$ cat src/design/u2l_pkg.sv
// package for the utf-8 to latin-1 decoder
// byte class masks, character constants and the item structs; no dependencies
package u2l_pkg;

    localparam logic [7:0] CONT_MASK  = 8'hc0;
    localparam logic [7:0] CONT_CODE  = 8'h80;
    localparam logic [7:0] LEAD2_MASK = 8'he0;
    localparam logic [7:0] LEAD2_CODE = 8'hc0;
    localparam logic [7:0] LEAD3_MASK = 8'hf0;
    localparam logic [7:0] LEAD3_CODE = 8'he0;
    localparam logic [7:0] LEAD4_MASK = 8'hf8;
    localparam logic [7:0] LEAD4_CODE = 8'hf0;
    localparam logic [7:0] PAYLOAD5_MASK = 8'h1f;
    localparam logic [7:0] PAYLOAD6_MASK = 8'h3f;
    localparam logic [7:0] CHAR_UNKNOWN  = 8'h3f;  // '?'

    localparam logic [1:0] CONT_NONE = 2'd0;
    localparam logic [1:0] CONT_ONE  = 2'd1;
    localparam logic [1:0] CONT_TWO  = 2'd2;
    localparam logic [1:0] CONT_THREE = 2'd3;

    // one input item
    typedef struct packed {
        logic [7:0] in_byte;
        logic       end_of_text;
    } t_in_item;

    // one result item
    typedef struct packed {
        logic [7:0] out_char;
        logic       char_valid;
        logic       last;
    } t_out_item;

    // decoder sequence state
    typedef struct packed {
        logic [1:0] continuations_left;
        logic       two_byte_seq;
        logic [4:0] lead_payload;
    } t_seq_state;

endpackage

$ cat src/design/u2l_in_stage.sv
// input register stage of the utf-8 to latin-1 decoder
// depends on u2l_pkg for the input item struct
module u2l_in_stage import u2l_pkg::*; (
    input  logic     i_clk,
    input  logic     i_rst_n,
    input  logic     i_valid,
    output logic     o_ready,
    input  t_in_item i_item,
    output logic     o_valid,
    input  logic     i_take,
    output t_in_item o_item
);

    logic     r_valid;
    t_in_item r_item;
    logic     n_valid;

    // a held item leaves when the next stage takes it
    assign o_ready = !r_valid || i_take;
    assign n_valid = (i_valid && o_ready) || (r_valid && !i_take);

    always_ff @(posedge i_clk) begin
        if (!i_rst_n) begin
            r_valid <= 1'b0;
        end else begin
            r_valid <= n_valid;
        end
    end

    always_ff @(posedge i_clk) begin
        if (i_valid && o_ready) begin
            r_item <= i_item;
        end
    end

    assign o_valid = r_valid;
    assign o_item  = r_item;

endmodule

$ cat src/design/u2l_decode.sv
// byte decoder with sequence state for the utf-8 to latin-1 decoder
// depends on u2l_pkg for masks, constants and structs
module u2l_decode import u2l_pkg::*; (
    input  logic      i_clk,
    input  logic      i_rst_n,
    input  logic      i_fire,
    input  t_in_item  i_item,
    output logic      o_produce,
    output t_out_item o_result
);

    t_seq_state r_state;
    t_seq_state n_state;
    logic       emit;
    logic [7:0] ch;
    logic [7:0] b;
    logic [1:0] left_dec;

    assign b        = i_item.in_byte;
    assign left_dec = r_state.continuations_left - 2'd1;

    always_comb begin
        n_state = r_state;
        emit    = 1'b0;
        ch      = 8'h00;
        if ((b & CONT_MASK) == CONT_CODE) begin
            if (r_state.continuations_left != CONT_NONE) begin
                n_state.continuations_left = left_dec;
                if (left_dec == CONT_NONE) begin
                    emit = 1'b1;
                    // code point fits latin-1 only if lead payload bits 4:2 are zero
                    if (r_state.two_byte_seq && (r_state.lead_payload[4:2] == 3'd0)) begin
                        ch = {r_state.lead_payload[1:0], b[5:0] & PAYLOAD6_MASK[5:0]};
                    end else begin
                        ch = CHAR_UNKNOWN;
                    end
                end
            end
        end else begin
            n_state = '0;
            priority if (b[7] == 1'b0) begin
                emit = 1'b1;
                ch   = b;
            end else if ((b & LEAD2_MASK) == LEAD2_CODE) begin
                n_state.two_byte_seq       = 1'b1;
                n_state.lead_payload       = b[4:0] & PAYLOAD5_MASK[4:0];
                n_state.continuations_left = CONT_ONE;
            end else if ((b & LEAD3_MASK) == LEAD3_CODE) begin
                n_state.continuations_left = CONT_TWO;
            end else if ((b & LEAD4_MASK) == LEAD4_CODE) begin
                n_state.continuations_left = CONT_THREE;
            end else begin
                n_state = '0;
            end
        end
        if (n_state.continuations_left == CONT_NONE) begin
            n_state.two_byte_seq = 1'b0;
            n_state.lead_payload = 5'd0;
        end
        if (i_item.end_of_text) begin
            n_state = '0;
        end
    end

    always_ff @(posedge i_clk) begin
        if (!i_rst_n) begin
            r_state <= '0;
        end else if (i_fire) begin
            r_state <= n_state;
        end
    end

    assign o_produce           = emit || i_item.end_of_text;
    assign o_result.out_char   = emit ? ch : 8'h00;
    assign o_result.char_valid = emit;
    assign o_result.last       = i_item.end_of_text;

endmodule

$ cat src/design/u2l_out_stage.sv
// result register stage of the utf-8 to latin-1 decoder
// depends on u2l_pkg for the result item struct
module u2l_out_stage import u2l_pkg::*; (
    input  logic      i_clk,
    input  logic      i_rst_n,
    input  logic      i_load,
    input  t_out_item i_result,
    output logic      o_can_load,
    output logic      o_valid,
    input  logic      i_ready,
    output t_out_item o_result
);

    logic      r_valid;
    t_out_item r_result;

    assign o_can_load = !r_valid || i_ready;

    always_ff @(posedge i_clk) begin
        if (!i_rst_n) begin
            r_valid <= 1'b0;
        end else if (o_can_load) begin
            r_valid <= i_load;
        end
    end

    always_ff @(posedge i_clk) begin
        if (o_can_load && i_load) begin
            r_result <= i_result;
        end
    end

    assign o_valid  = r_valid;
    assign o_result = r_result;

endmodule

$ cat src/design/utf8_to_latin1_decoder_core.sv
// top level of the utf-8 to latin-1 decoder
// depends on u2l_pkg, u2l_in_stage, u2l_decode and u2l_out_stage
//
// usage
//   input channel: i_valid / o_ready with i_in_byte and i_end_of_text, one
//   utf-8 byte per item; i_end_of_text marks the final byte of a text
//   output channel: o_valid / i_ready with o_out_char, o_char_valid, o_last
//   an item gives zero or one result: ascii bytes and completed sequences give
//   a character ('?' when the code point is above 0xff or the sequence is
//   three or four bytes long); leads, stray continuations and bytes 0xf8-0xff
//   give nothing; the end-of-text item always gives a result with o_last set,
//   a bare marker (o_char_valid low, o_out_char zero) if it had no character
// order: an accepted item is held in the input register, then decoded into
//   the result register once that register can load
// throughput: one item per cycle while results are taken, set by the single
//   decode stage between the two registers
// reset: synchronous on i_rst_n low; both stages empty, no sequence pending
// stall: while i_ready is low the held result stays; the input register still
//   takes one more item, then o_ready drops until the result is taken
module utf8_to_latin1_decoder_core import u2l_pkg::*; (
    input  logic       i_clk,
    input  logic       i_rst_n,
    input  logic       i_valid,
    output logic       o_ready,
    input  logic [7:0] i_in_byte,
    input  logic       i_end_of_text,
    output logic       o_valid,
    input  logic       i_ready,
    output logic [7:0] o_out_char,
    output logic       o_char_valid,
    output logic       o_last
);

    t_in_item  in_item;
    t_in_item  held_item;
    logic      held_valid;
    logic      can_load;
    logic      fire;
    logic      produce;
    t_out_item dec_result;
    t_out_item out_result;

    assign in_item.in_byte     = i_in_byte;
    assign in_item.end_of_text = i_end_of_text;

    // held item is decoded when the result register can take its result
    assign fire = held_valid && can_load;

    u2l_in_stage u_in_stage (
        .i_clk   (i_clk),
        .i_rst_n (i_rst_n),
        .i_valid (i_valid),
        .o_ready (o_ready),
        .i_item  (in_item),
        .o_valid (held_valid),
        .i_take  (fire),
        .o_item  (held_item)
    );

    // sequence state advances only on a decoded item
    u2l_decode u_decode (
        .i_clk     (i_clk),
        .i_rst_n   (i_rst_n),
        .i_fire    (fire),
        .i_item    (held_item),
        .o_produce (produce),
        .o_result  (dec_result)
    );

    // items that give no result just retire without loading
    u2l_out_stage u_out_stage (
        .i_clk      (i_clk),
        .i_rst_n    (i_rst_n),
        .i_load     (fire && produce),
        .i_result   (dec_result),
        .o_can_load (can_load),
        .o_valid    (o_valid),
        .i_ready    (i_ready),
        .o_result   (out_result)
    );

    assign o_out_char   = out_result.out_char;
    assign o_char_valid = out_result.char_valid;
    assign o_last       = out_result.last;

`ifndef SYNTHESIS
    // a bare marker always closes the text and carries no character
    a_bare_marker: assert property (@(posedge i_clk) disable iff (!i_rst_n)
        (o_valid && !o_char_valid) |-> (o_last && (o_out_char == 8'h00)))
        else $error("bare end marker malformed");

    // an ascii byte that is decoded shows up unchanged next cycle
    a_ascii_pass: assert property (@(posedge i_clk) disable iff (!i_rst_n)
        (fire && !held_item.in_byte[7]) |=>
        (o_valid && o_char_valid && (o_out_char == $past(held_item.in_byte))))
        else $error("ascii byte not passed through");

    // input backpressure only when the held item is blocked by a stalled result
    a_ready_cause: assert property (@(posedge i_clk) disable iff (!i_rst_n)
        !o_ready |-> (held_valid && o_valid && !i_ready))
        else $error("input stalled without output stall");

    // an end-of-text item that is decoded always gives a closing result
    a_eot_result: assert property (@(posedge i_clk) disable iff (!i_rst_n)
        (fire && held_item.end_of_text) |=> (o_valid && o_last))
        else $error("end of text without closing result");
`endif

endmodule

$ cat config.mk
export PLATFORM = sky130hd
export DESIGN_NAME = utf8_to_latin1_decoder_core
export DESIGN_NICKNAME = d
export VERILOG_FILES = /design/src/design/u2l_pkg.sv /design/src/design/u2l_in_stage.sv /design/src/design/u2l_decode.sv /design/src/design/u2l_out_stage.sv /design/src/design/utf8_to_latin1_decoder_core.sv
export SDC_FILE = /design/constraint.sdc
export NUM_CORES = 1
export LEC_CHECK = 0
export BUFFER_PORTS_ARGS = -buffer_cell sky130_fd_sc_hd__clkbuf_2
export CORE_MARGIN = 5
export CORE_UTILIZATION = 40
export DETAILED_ROUTE_END_ITERATION = 10
export PLACE_DENSITY = 0.63
export SYNTH_ARGS = -nofsm -noshare
export SYNTH_HDL_FRONTEND = slang
export SYNTH_SLANG_ARGS = --single-unit
export TNS_END_PERCENT = 5
$ cat constraint.sdc
create_clock -name i_clk -period 1.9 [get_ports i_clk]
set_clock_uncertainty 0.15 [all_clocks]
set_input_delay 0.19 -clock i_clk [delete_from_list [all_inputs] [get_ports i_clk]]
set_output_delay 0.19 -clock i_clk [all_outputs]
set_load 0.05 [all_outputs]
; Word-level counts from Yosys, hierarchy flattened
; Index checks and enable logic that the tools add are counted.
; Widths: inputs -> output; s select.
[word_totals]
ff_bits = 29
latch_bits = 0
ram_bits = 0
rom_bits = 0
out_inout_bits = 12
word_cells = 52
n_memories = 0
[classes]
n_addsub = 1
mul = 0
n_div = 0
magnitude_cmp = 0
eq_ne = 5
shifts = 0
n_mux = 18
bitwise_logic = 0
n_reduce_logical = 18
[ops]
columns = cell, count
row1 = $mux 8, 7
row2 = $mux 6, 2
row3 = $mux 2, 4
row4 = $mux 7, 1
row5 = $logic_and 1x1->1, 6
row6 = $eq 5x5->1 const B, 1
row7 = $eq 4x4->1 const B, 1
row8 = $logic_not 2->1, 2
row9 = $logic_or 1x1->1, 4
row10 = $mux 1, 4
row11 = $eq 3x3->1 const B, 1
row12 = $logic_not 1->1, 3
row13 = $logic_not 3->1, 1
row14 = $ne 3x3->1 const B, 1
row15 = $eq 2x2->1 const B, 1
row16 = $reduce_and 2->1, 1
row17 = $reduce_bool 2->1, 1
row18 = $sub 2x1->2 const B, 1

; Depth between registers and ports, before layout
[depth]
depth_word = 9
depth_mapped = 5
mapped_depth_nobuf = 4

; Modules after synthesis
; From an unflattened synthesis, not the netlist that was laid out.
[hier_totals]
cells_unflattened = 94
hier_area_um2 = 1226.2
[modules_own_cells]
columns = module, n_inst, cells_per_inst, area_each_um2
row1 = u2l_decode, 1, 63, 528.0
row2 = u2l_out_stage, 1, 15, 357.8
row3 = u2l_in_stage, 1, 14, 327.8
row4 = utf8_to_latin1_decoder_core, 1, 2, 12.5

; Worst setup path before layout
; OpenSTA, ideal clock, no wires.
[synth_path]
path_type = flip-flop to flip-flop
start = reg u_out_stage.r_valid, in the netlist u_out_stage.o_valid
end = reg u_in_stage.r_item (netlist bit u_in_stage.o_item[0]) (enable)
setup_time_ps = 283
arrival_time_ps = 1542
required_time_ps = 1467
slack_ps = -74
path_stages_with_launch = 4
path_buffers = 0
period_less_slack_ps = 1974
path_cell_list = dfxtp_1 > nor2b_1 > nand2_1 > and2_1
[synth_between]
elab_chain_cells = 5
[synth_lines]
columns = element, line
row1 = from (decl), u2l_out_stage.sv:14  ; logic r_valid;
row2 = from (signal assigned), u2l_out_stage.sv:23  ; r_valid <= i_load;
row3 = $logic_not 1->1, u2l_out_stage.sv:17  ; assign o_can_load = !r_valid || i_ready;
row4 = $logic_or 1x1->1, u2l_out_stage.sv:17
row5 = $logic_and 1x1->1, utf8_to_latin1_decoder_core.sv:47  ; assign fire = held_valid && can_load;
row6 = $logic_or 1x1->1, u2l_in_stage.sv:19  ; assign o_ready = !r_valid || i_take;
row7 = via o_ready, utf8_to_latin1_decoder_core.sv:24  ; output logic o_ready,
row8 = $logic_and 1x1->1, u2l_in_stage.sv:31  ; if (i_valid && o_ready) begin
row9 = to (signal assigned), u2l_in_stage.sv:32  ; r_item <= i_item;
row10 = to (decl), u2l_in_stage.sv:15  ; t_in_item r_item;
; The timed path passes the listed nets, and every way through them passes these cells.
; A chain may end at the register's enable or synchronous reset.

; Worst setup path in the final report
[layout_path]
start = reg u_in_stage.r_item (netlist bit u_in_stage.o_item[7])
end = reg u_out_stage.r_result (netlist bit u_out_stage.o_result[2]), data pin
[layout_between]
elab_chain_cells = 2
[layout_lines]
columns = element, line
row1 = $eq 2x2->1 *, u2l_decode.sv:26  ; if ((b & CONT_MASK) == CONT_CODE) begin
row2 = $mux 8 or $mux 1 (tied branches), u2l_decode.sv:26
row3 = to (signal assigned), u2l_out_stage.sv:29  ; r_result <= i_result;
row4 = to (decl), u2l_out_stage.sv:15  ; t_out_item r_result;
; Mark *: on every way between the ends. The rest lies on a longest branch, timed or not.

==> results.cfg <==
[worst_setup_path]
critPathBufInv = 0
critPathCaptureType = flip-flop
critical_path_class = reg2reg
crit_required_ns = 1.93
path_max_fanout = 6
cp.arrival_ns = 1.72
startpoint_type = flip-flop
r2r_slack_ns = 0.21
max_stage_delay_ns = 0.48
cpMaxStageDelayCell = edfxtp_1
cp_cell_sequence = nand3b_1 -> nand2b_1 -> nor2_1 -> o21a_1
cp_top_family = simple AND/OR/NAND/NOR gates

[route]
vias = 849
dr.first_iter.drc_count = 13
ant_nets = 0
wl_per_cell_um = 13.3
wl_um = 2200
drc_errors = 0
drt_pass1_iterations = 5
viasPerCell = 5.15

[global_route]
grt_use_total_pct = 11.6
grt_pass1_vias = 833
overflow = 0
grt_pass1_wl_um = 3710
antenna_found_initial = 0
grt_max_degree = 13

[synth]
synth_warnings = 0
synth_top_area_share_pct = 48.4
synth_cell_types = 27
synth_nets = 106
seq_area_frac_synth_pct = 65.4
syn_inst = 93
synth.avg_cell_area_um2 = 12.7
ys_top_cells_by_area = edfxtp_1 (48%), dfxtp_1 (17%), o21a_1 (3.8%)
ys_ff_latch = 29
yosysTopAreaCell = edfxtp_1
syn_area_um2 = 1180

[cts]
cts.sinks = 29
cts_buffers = 5
cts_max_level = 2
cts_tree = done
clock_path_buffers = 2
cts_resized = 0
cts_root_buf = clkbuf_4
clk_latency_ns = 0.32
path_clk_slew_ns = 0.09

[finish]
final_util_pct = 53.8
postLayoutCellArea_um2 = 1500
mostFrequentLayoutCell = clkbuf_2
drive_above_1_share_pct = 29.1
syn2layout_area_growth_pct = 27.1
antennaDiodeCount = 0
nNetsFinal = 146
most-common-layout-cells = clkbuf_2 (24), edfxtp_1 (19), nand2_1 (11)
final_cells = 165

[sta]
setup_tns_ns = 0
fmax_mhz = 592
rsz0062_at_grt = no
final_hold_viol_count = 0
finalSetupViolCount = 0
period_share_pct = 88.9
final.min_clock_period_ns = 1.69
maxSlewHeadroom_pct = 62.0
maxSlewViolCount = 0
worst_pin_slew_ns = 0.568

[placement]
place.gp.congestion = 0.853
placed_area_um2 = 1340
port_buffers = 24
dp_hpwl_um = 1620
place_inst = 147

[floorplanning]
placementRows = 19
die_w_um = 64.3
initial_core_util_pct = 42.4
dieHeight_um = 64.3
fp.coreArea_um2 = 2780
ioPinCount = 25
die_area_um2 = 4130

[power_and_ir_drop]
peakVddDrop_mv = 0.578
power_density_nw_per_um2 = 795
leakage_uw = 0.000548
p_total_uw = 1190

[worst_hold_path]
min_path_type = in2reg

[run_status]
outcome = finished, final reports clean

[job]
drv_cap = 0
## sequential cells by signal, summed over array words and instances, names as in the netlist
signal,flops
u_out_stage.o_result,10
u_in_stage.o_item,9
u_decode.r_state,8
u_out_stage.o_valid,1
u_in_stage.o_valid,1
## worst paths after layout
check,start,end,cells past startpoint
hold / removal,i_ready,u_out_stage.o_valid$_SDFFE_PN0P_,3
setup / recovery,u_in_stage.o_item[7]$_DFFE_PP_,u_out_stage.o_result[2]$_SDFFCE_PN0P_,4
hold reg to reg,u_decode.r_state[4]$_SDFFE_PN0P_,u_decode.r_state[4]$_SDFFE_PN0P_,2
setup reg to reg,u_in_stage.o_item[7]$_DFFE_PP_,u_out_stage.o_result[2]$_SDFFCE_PN0P_,4
## power by group
part / total [uW] / internal [uW] / switching, uW / leakage [uW]
Sequential: 718 / 700 / 17.5 / 0.000262
Combinational: 129 / 50.0 / 79.1 / 0.000255
Clock: 344 / 139 / 205 / 0.0000310
## worst register-to-register path, cell delays in order (launching register included)
cell	delay (ns)
edfxtp_1	0.48
nand3b_1	0.26
nand2b_1	0.20
nor2_1	0.31
o21a_1	0.17
## area by class of cell
class	count	area, um^2
Clock buffer	5	37.5
Multi-Input combinational cell	59	389
Inverter	2	7.51
Sequential cell	29	772
Clock inverter	3	17.5
Tap cell	31	38.8
Fill cell	246	1280
Timing Repair Buffer	36	235
## synth_stat cells (all sizes together)
master,number
a22o,1
or3b,2
o221a,1
and4,1
a31oi,1
a21boi,3
a32oi,5
nor2,4
o21ai,8
dfxtp,10
nor2b,5
o21a,6
edfxtp,19
nor4bb,1
and2,3
buf,1
nor4b,2
nand2b,2
a21oi,1
nand2,11
clkbuf,2
nand3b,1
o32ai,1
inv,2
## metal layers
layer | share of wire [%] | track usage, %
met1 | 43 | 12.4
met4 | 1.5 | 4.58
met2 | 48 | 18.9
met5 | 0 | 0
met3 | 8.1 | 6.48
## stage by stage
step	setup WS [ns]	hold WS [ns]
6_report	0.211	0.0654
5_1_grt	0.0997	0.0583
4_1_cts	0.208	0.0499
3_5_place_dp	0.254	0.219
3_3_place_gp	0.288	0.217
2_1_floorplan	-0.0715	0.139
## repair_timing
action                                 4_1_cts  5_1_grt
setup buffers                                0        0
hold buffers                                10        0
endpoints found under the hold margin       10        0
## logic make-up (layout without fill, tap and decap cells)
group / after synthesis / after routing / synth area share, %
flip-flops: 29 / 29 / 65.4
buffers and inverters: 5 / 46 / 1.59
AO/OA/AOI/OAI: 27 / 27 / 17.2
AND/OR/NAND/NOR: 32 / 32 / 15.8
(Power assumes the default switching activity.)
